--- config.mk ---
export PLATFORM = sky130hd
export DESIGN_NAME = kline_collision_aware_transmitter
export DESIGN_NICKNAME = d
export VERILOG_FILES = /design/src/rtl/klcat_pkg.sv /design/src/rtl/klcat_ram.sv /design/src/rtl/kline_collision_aware_transmitter.sv
export SDC_FILE = /design/constraint.sdc
export NUM_CORES = 1
export LEC_CHECK = 0
export ABC_CLOCK_PERIOD_IN_PS = 5130
export BUFFER_PORTS_ARGS = -buffer_cell sky130_fd_sc_hd__buf_2
export CAP_MARGIN = 10
export CORE_MARGIN = 5
export CORE_UTILIZATION = 53
export CTS_CLUSTER_SIZE = 8
export DETAILED_ROUTE_END_ITERATION = 7
export HOLD_SLACK_MARGIN = 0.15
export PLACE_DENSITY = 0.72
export SLEW_MARGIN = 25
export SYNTH_ARGS = -nofsm -noshare
export SYNTH_HDL_FRONTEND = slang
export SYNTH_SLANG_ARGS = --single-unit
--- constraint.sdc ---
create_clock -name aclk -period 5.13 [get_ports aclk]
set_clock_uncertainty 0.15 [all_clocks]
set_input_delay 0.2565 -clock aclk [delete_from_list [all_inputs] [get_ports aclk]]
set_output_delay 0.2565 -clock aclk [all_outputs]
set_load 0.01 [all_outputs]
--- src/rtl/klcat_pkg.sv ---
// shared types and constants for the k-line collision-aware transmitter
package klcat_pkg;

    localparam logic [2:0] ST_WAIT  = 3'd0;
    localparam logic [2:0] ST_IDLE  = 3'd1;
    localparam logic [2:0] ST_START = 3'd2;
    localparam logic [2:0] ST_BITS  = 3'd3;
    localparam logic [2:0] ST_STOP  = 3'd4;

    localparam logic [7:0] IDLE_STEPS = 8'd8;
    localparam logic [7:0] FIRST_MASK = 8'h01;
    localparam logic [7:0] LAST_STEP  = 8'd1;

    localparam logic KIND_TICK = 1'b0;
    localparam logic KIND_PUSH = 1'b1;

    typedef struct packed {
        logic       kind;
        logic [7:0] push_byte;
        logic       line_level;
        logic       line_level_after_drive;
    } in_word_t;

    typedef struct packed {
        logic drive_level;
        logic receiver_enable;
        logic tick_running;
        logic byte_done;
        logic collision_seen;
        logic push_dropped;
    } out_word_t;

endpackage

--- src/rtl/klcat_ram.sv ---
// generic single-write, single-read ram with registered read data
module klcat_ram #(
    parameter int WIDTH = 8,
    parameter int DEPTH = 16
) (
    input  logic                     aclk,
    input  logic                     we,
    input  logic [$clog2(DEPTH)-1:0] waddr,
    input  logic [WIDTH-1:0]         wdata,
    input  logic [$clog2(DEPTH)-1:0] raddr,
    output logic [WIDTH-1:0]         rdata
);

    logic [WIDTH-1:0] mem_reg [DEPTH];
    logic [WIDTH-1:0] rdata_reg;

    always_ff @(posedge aclk) begin
        if (we) begin
            mem_reg[waddr] <= wdata;
        end
        rdata_reg <= mem_reg[raddr];
    end

    assign rdata = rdata_reg;

endmodule

--- src/rtl/kline_collision_aware_transmitter.sv ---
// top level: k-line byte transmitter with read-back collision detection
// each word is held in the input register; its result word is registered onto m_data
// one word per cycle through these registers unless a result waits on m_ready
// the queue head byte is read from the ram at head_next, with a write bypass
// reset: synchronous active-low aresetn; wait state, empty queue, line released,
// receiver disabled, ticking on, half_bit_ticks set to 1
module kline_collision_aware_transmitter #(
    parameter int QUEUE_DEPTH = 16
) (
    input  logic                 aclk,
    input  logic                 aresetn,
    input  logic                 s_valid,
    output logic                 s_ready,
    input  klcat_pkg::in_word_t  s_data,
    output logic                 m_valid,
    input  logic                 m_ready,
    output klcat_pkg::out_word_t m_data,
    input  logic                 cfg_we,
    input  logic [15:0]          cfg_wdata
);

    localparam int AW = $clog2(QUEUE_DEPTH);
    localparam logic [AW-1:0] LAST_INDEX = AW'(QUEUE_DEPTH - 1);

    logic                 in_valid_reg;
    klcat_pkg::in_word_t  in_word_reg;
    logic                 out_valid_reg;
    klcat_pkg::out_word_t out_word_reg, out_word_next;
    logic [15:0]          half_bit_ticks_reg;

    logic [2:0]    state_reg, state_next;
    logic [7:0]    step_count_reg, step_count_next;
    logic [15:0]   tick_count_reg, tick_count_next;
    logic [7:0]    bit_mask_reg, bit_mask_next;
    logic          previous_bit_reg, previous_bit_next;
    logic [7:0]    current_byte_reg, current_byte_next;
    logic [AW-1:0] head_reg, head_next;
    logic [AW-1:0] tail_reg, tail_next;
    logic          ticking_reg, ticking_next;
    logic          drive_reg, drive_next;
    logic          rx_enable_reg, rx_enable_next;

    logic          bypass_reg;
    logic [7:0]    bypass_data_reg;
    logic [7:0]    ram_rdata;
    logic [7:0]    head_byte;
    logic          ram_we;

    logic          advance;
    logic          process;
    logic [AW-1:0] tail_inc;
    logic [AW-1:0] head_inc;
    logic [15:0]   tick_inc;
    logic [7:0]    step_inc;
    logic          data_bit;
    logic [7:0]    mask_shift;

    assign advance = !out_valid_reg || m_ready;
    assign process = in_valid_reg && advance;
    assign s_ready = !in_valid_reg || advance;

    assign tail_inc = (tail_reg == LAST_INDEX) ? '0 : tail_reg + AW'(1);
    assign head_inc = (head_reg == LAST_INDEX) ? '0 : head_reg + AW'(1);
    assign tick_inc = tick_count_reg + 16'd1;
    assign step_inc = step_count_reg + 8'd1;
    assign data_bit = |(bit_mask_reg & current_byte_reg);
    assign mask_shift = {bit_mask_reg[6:0], 1'b0};
    assign head_byte = bypass_reg ? bypass_data_reg : ram_rdata;

    always_comb begin
        state_next        = state_reg;
        step_count_next   = step_count_reg;
        tick_count_next   = tick_count_reg;
        bit_mask_next     = bit_mask_reg;
        previous_bit_next = previous_bit_reg;
        current_byte_next = current_byte_reg;
        head_next         = head_reg;
        tail_next         = tail_reg;
        ticking_next      = ticking_reg;
        drive_next        = drive_reg;
        rx_enable_next    = rx_enable_reg;
        ram_we            = 1'b0;
        out_word_next     = '0;

        if (process) begin
            if (in_word_reg.kind == klcat_pkg::KIND_PUSH) begin
                if (tail_inc == head_reg) begin
                    out_word_next.push_dropped = 1'b1;
                end else begin
                    ram_we    = 1'b1;
                    tail_next = tail_inc;
                end
                ticking_next = 1'b1;
            end else if (ticking_reg) begin
                if (tick_inc == half_bit_ticks_reg) begin
                    tick_count_next = '0;
                    step_count_next = step_inc;
                    case (state_reg)
                        klcat_pkg::ST_WAIT: begin
                            drive_next     = 1'b1;
                            rx_enable_next = 1'b1;
                            if (!in_word_reg.line_level) begin
                                step_count_next = '0;
                            end else if (step_inc >= klcat_pkg::IDLE_STEPS) begin
                                state_next = klcat_pkg::ST_IDLE;
                            end
                        end
                        klcat_pkg::ST_IDLE: begin
                            step_count_next = '0;
                            if (!in_word_reg.line_level) begin
                                state_next = klcat_pkg::ST_WAIT;
                            end else if (head_reg == tail_reg) begin
                                ticking_next   = 1'b0;
                                rx_enable_next = 1'b1;
                                state_next     = klcat_pkg::ST_WAIT;
                            end else begin
                                rx_enable_next    = 1'b0;
                                current_byte_next = head_byte;
                                state_next        = klcat_pkg::ST_START;
                            end
                        end
                        klcat_pkg::ST_START: begin
                            bit_mask_next     = klcat_pkg::FIRST_MASK;
                            previous_bit_next = 1'b0;
                            drive_next        = 1'b0;
                            if (step_inc > klcat_pkg::LAST_STEP) begin
                                step_count_next = '0;
                                state_next      = klcat_pkg::ST_BITS;
                            end
                        end
                        klcat_pkg::ST_BITS: begin
                            if (in_word_reg.line_level != previous_bit_reg) begin
                                drive_next                   = 1'b1;
                                step_count_next              = '0;
                                state_next                   = klcat_pkg::ST_WAIT;
                                out_word_next.collision_seen = 1'b1;
                            end else begin
                                previous_bit_next = data_bit;
                                drive_next        = data_bit;
                                if (step_inc > klcat_pkg::LAST_STEP) begin
                                    step_count_next = '0;
                                    bit_mask_next   = mask_shift;
                                    if (mask_shift == '0) begin
                                        state_next = klcat_pkg::ST_STOP;
                                    end
                                    if (in_word_reg.line_level_after_drive != data_bit) begin
                                        drive_next                   = 1'b1;
                                        state_next                   = klcat_pkg::ST_WAIT;
                                        out_word_next.collision_seen = 1'b1;
                                    end
                                end
                            end
                        end
                        klcat_pkg::ST_STOP: begin
                            drive_next = 1'b1;
                            if (step_inc > klcat_pkg::LAST_STEP) begin
                                head_next               = head_inc;
                                state_next              = klcat_pkg::ST_IDLE;
                                out_word_next.byte_done = 1'b1;
                            end
                        end
                        default: begin
                            state_next = klcat_pkg::ST_WAIT;
                        end
                    endcase
                end else begin
                    tick_count_next = tick_inc;
                end
            end
        end

        out_word_next.drive_level     = drive_next;
        out_word_next.receiver_enable = rx_enable_next;
        out_word_next.tick_running    = ticking_next;
    end

    klcat_ram #(
        .WIDTH(8),
        .DEPTH(QUEUE_DEPTH)
    ) u_queue (
        .aclk  (aclk),
        .we    (ram_we),
        .waddr (tail_reg),
        .wdata (in_word_reg.push_byte),
        .raddr (head_next),
        .rdata (ram_rdata)
    );

    always_ff @(posedge aclk) begin
        if (!aresetn) begin
            in_valid_reg       <= 1'b0;
            out_valid_reg      <= 1'b0;
            half_bit_ticks_reg <= 16'd1;
            state_reg          <= klcat_pkg::ST_WAIT;
            step_count_reg     <= '0;
            tick_count_reg     <= '0;
            bit_mask_reg       <= '0;
            previous_bit_reg   <= 1'b0;
            current_byte_reg   <= '0;
            head_reg           <= '0;
            tail_reg           <= '0;
            ticking_reg        <= 1'b1;
            drive_reg          <= 1'b1;
            rx_enable_reg      <= 1'b0;
            bypass_reg         <= 1'b0;
        end else begin
            if (s_ready) begin
                in_valid_reg <= s_valid;
            end
            if (advance) begin
                out_valid_reg <= in_valid_reg;
            end
            if (cfg_we) begin
                half_bit_ticks_reg <= cfg_wdata;
            end
            state_reg        <= state_next;
            step_count_reg   <= step_count_next;
            tick_count_reg   <= tick_count_next;
            bit_mask_reg     <= bit_mask_next;
            previous_bit_reg <= previous_bit_next;
            current_byte_reg <= current_byte_next;
            head_reg         <= head_next;
            tail_reg         <= tail_next;
            ticking_reg      <= ticking_next;
            drive_reg        <= drive_next;
            rx_enable_reg    <= rx_enable_next;
            bypass_reg       <= ram_we && (tail_reg == head_next);
        end
    end

    always_ff @(posedge aclk) begin
        if (s_ready && s_valid) begin
            in_word_reg <= s_data;
        end
        if (process) begin
            out_word_reg <= out_word_next;
        end
        bypass_data_reg <= in_word_reg.push_byte;
    end

    assign m_valid = out_valid_reg;
    assign m_data  = out_word_reg;

    // a collision always leaves the line released
    a_coll_release: assert property (@(posedge aclk) disable iff (!aresetn)
        m_valid && m_data.collision_seen |-> m_data.drive_level)
        else $error("collision reported with line driven low");

    a_done_xor_coll: assert property (@(posedge aclk) disable iff (!aresetn)
        m_valid |-> !(m_data.byte_done && m_data.collision_seen))
        else $error("byte done and collision in the same word");

    // receiver stays off while a frame is on the line
    a_rx_off_tx: assert property (@(posedge aclk) disable iff (!aresetn)
        (state_reg == klcat_pkg::ST_START || state_reg == klcat_pkg::ST_BITS ||
         state_reg == klcat_pkg::ST_STOP) |-> !rx_enable_reg)
        else $error("receiver enabled during transmit");

    a_stopped_waits: assert property (@(posedge aclk) disable iff (!aresetn)
        !ticking_reg |-> (state_reg == klcat_pkg::ST_WAIT))
        else $error("tick stopped outside the wait state");

    a_drop_full: assert property (@(posedge aclk) disable iff (!aresetn)
        process && out_word_next.push_dropped |=> (tail_reg != head_reg))
        else $error("push dropped with queue not full");

endmodule

==> run summary <==
Status -> finished, final reports clean
Crit path from -> tick_count_reg[0]
Per-cell routed wire length -> 17.8 µm
Synth Flop Type -> edfxtp_1
Worst Tran Pin Value -> 939 ps
CTS clock-pin slew for the worst setup and hold paths -> 50 ps
Number of remaining DRC errors -> 0
All-Layer GR Usage -> 21.3%
Routed Wire Length -> 23.9 mm
DR iter-0 viols -> 660
ANT nets after route -> 0
Worst Setup Slack post-DPL -> 836 ps
Synthesis-to-layout area growth -> 16.3%
RR Startpoint -> tick_count_reg[0]
Synth warn -> 0
Clock latency on the worst-skew pair -> 500 ps
VDD IR max -> 0.270 mV
CTS H-tree lvls -> 2
Max reg flops -> 128
GP Congestion -> 0.901
Nets -> 1106
CTS tree -> yes
FF-to-FF path depth -> 12
Fmax -> 231 MHz
Sequential element share of the synthesized area -> 58.3%
Largest net degree at the start of global routing -> 55
DR pass1 iterations -> 5
Hold Path Origin -> cfg_we
Fillers -> 1562
CP dominant cell by count -> nor2_1
Area after DPL -> 10900 µm²
Initial antenna violation count -> 0
Wire length of the first global-routing pass -> 37.9 mm
CP Capture Type -> register
Final instance area -> 12300 µm²
Post-synth EDFFs -> 145
CTS root buf -> clkbuf_16
Final setup viols -> 0
TNS Setup -> 0 ps
Slew Limit Headroom -> 37.3%
Fin crit period -> 4330 ps
Syn nets -> 1031
Worst path max stage delay -> 720 ps
Hold EP -> half_bit_ticks_reg[2]
Core ar. -> 19500 µm²
CTS buffer count -> 35
Crit Path Max Fanout -> 29
Die X -> 151 µm
# diodes -> 0
Lkg Pwr -> 0.00429 µW
Unrepaired setup endpoints after global routing -> false
IO Count -> 40
Number of global-route vias before repair -> 7293
Tcrit/Tclk final -> 84.4%
Synth async-reset ratio -> 0%
Final Max Tran Viols -> 0
CP Data Arrival Time -> 4620 ps
Initial cell density of the core -> 54.1%
Worst hold stages -> 3
Gate Count Post-Synth -> 990
IO buf count -> 39
Slack of the critical path -> 800 ps
Congestion Overflow GR -> 0
Hpwl dp -> 14.9 mm
R2R Setup Slk -> 800 ps
Vias/cell -> 5.64
Synth Cell Area -> 10600 µm²
Syn Area/Cell -> 10.7 µm²
Final hold vios -> 0
Setup crit start kind -> register
Crit-path cells -> ha_1 > nand3_4 > nor4_4 > nor3b_1 > nor4_2 > nand4b_4 > mux2_2 > buf_4 > nor2_1 > nor2_1 > o22ai_1 > nor3_2
Cell Pwr Density -> 346 nW/µm²
CP max stage cell -> mux2_2
Seq cells post-synth -> 235
CP Class -> reg2reg
Full die area -> 22800 µm²
Critical Path RT -> 5420 ps
Reg2reg end -> u_queue.rdata[6]
CTS sink count -> 235
Vias -> 7586
Layout cells sized above 1 -> 11.9%
Yosys cell types -> 71
Resized cells post-CTS -> 0
Hold crit path type -> in2reg
Worst hold margin -> 165 ps
Rows -> 51
Overall power -> 4250 µW
Clock buffer depth -> 3
Max-Cap Viols -> 0
Die height -> 151 µm
synthesized netlist by cell type, drive strengths merged, types with 23 or more instances:
| cell | instances | area [µm²] |
|---|---|---|
| a21oi | 74 | 374 |
| nor2 | 158 | 603 |
| mux2i | 33 | 347 |
| nor3 | 23 | 155 |
| xnor2 | 24 | 210 |
| clkbuf | 23 | 86.3 |
| edfxtp | 145 | 4350 |
| nand3 | 37 | 215 |
| o21ai | 32 | 168 |
| buf | 29 | 178 |
| dfxtp | 90 | 1800 |
| nand2 | 112 | 420 |
logic make-up after synthesis:
logic type,after synthesis,synth area share [%]
DFF,235,58.3
and+or+nand+nor,414,19.5
AOI/OAI and AO/OA,194,11.6
muxes,36,3.60
buffers and inverters,68,3.07
xor gates and xnor gates,34,2.82
adders and majority gates,9,1.07
what timing repair did:
action / 4_1_cts / 5_1_grt
endpoints found under the hold margin: 43 / 0
setup buffers: 0 / 0
hold buffers: 40 / 0
layer usage:
metal	global-route usage [%]	part of all wire (%)	routed length [µm]	vias up
li1	-	-	-	3708
met2	34.7	47	11300	204
met3	3.68	5.0	1200	66
met5	0	0	0	-
met4	9.43	3.9	931	0
met1	28.0	44	10500	3608
placed cells by master, fill, tap and decap left out, types with 6 or more instances in the layout:
| cell | synthesis | final |
|---|---|---|
| a21oi_1 | 73 | 73 |
| xor2_1 | 10 | 10 |
| o31ai_1 | 9 | 9 |
| buf_4 | 6 | 10 |
| edfxtp_1 | 145 | 145 |
| nand2_1 | 112 | 112 |
| clkbuf_16 | 0 | 35 |
| dfxtp_1 | 90 | 90 |
| o22ai_1 | 21 | 21 |
| ha_1 | 9 | 9 |
| nand4_1 | 9 | 9 |
| nand3_1 | 34 | 34 |
| and2_1 | 21 | 21 |
| nor3_2 | 8 | 9 |
| and3_1 | 6 | 6 |
| nor3_1 | 15 | 14 |
| xnor2_1 | 24 | 24 |
| a22oi_1 | 21 | 21 |
| nor4_1 | 6 | 6 |
| clkbuf_1 | 23 | 14 |
| o21ai_0 | 29 | 29 |
| dlygate4sd3_1 | 0 | 40 |
| nor2_1 | 156 | 156 |
| nor2b_1 | 9 | 9 |
| buf_2 | 19 | 40 |
| inv_1 | 15 | 15 |
| mux2i_1 | 31 | 31 |
per-stage QoR:
step,instances,utilization [%]
final,1345,62.9
after global routing,1345,62.9
after CTS,1344,62.8
after detailed placement,1252,55.9
after global placement,1252,55.8
after floorplan,990,-
final cells by class:
cell class                      instances  area, µm²  share of cell area [%]
Timing Repair Buffer                   90        676                    5.50
Tap cell                              265        332                    2.70
Multi-Input combinational cell        687       4090                    33.3
Clock inverter                          3       36.3                   0.296
Sequential cell                       235       6160                    50.1
Inverter                               16       60.1                   0.489
Clock buffer                           49        928                    7.56
power breakdown:
part	internal [µW]	total (µW)	leakage (µW)	switching, µW
sequential	2030	2070	0.00205	34.1
combinational	72.5	149	0.00179	76.9
clock	1250	2030	0.000462	784
total	3360	4250	0.00429	895
worst max path at each step:
stage	endpoint	slack (ps)	depth (start not counted)
finish	u_queue.rdata[6]	800	12
global route	u_queue.rdata[7]	470	12
CTS	u_queue.rdata[6]	810	12
detailed placement	u_queue.rdata[6]	840	12
global placement	u_queue.rdata[6]	900	12
floorplan	u_queue.rdata[5]	1850	13
worst max-delay path, delay by kind of cell, from the launching register on:
family	cells	cell delay, ps
buffers and inverters	1	420
AO/OA/AOI/OAI	1	140
flip-flops	1	480
multiplexers	1	720
AND/OR/NAND/NOR	8	1950
adder cells (fa/ha/maj)	1	390
No activity file was read; power rests on OpenSTA's default activity.
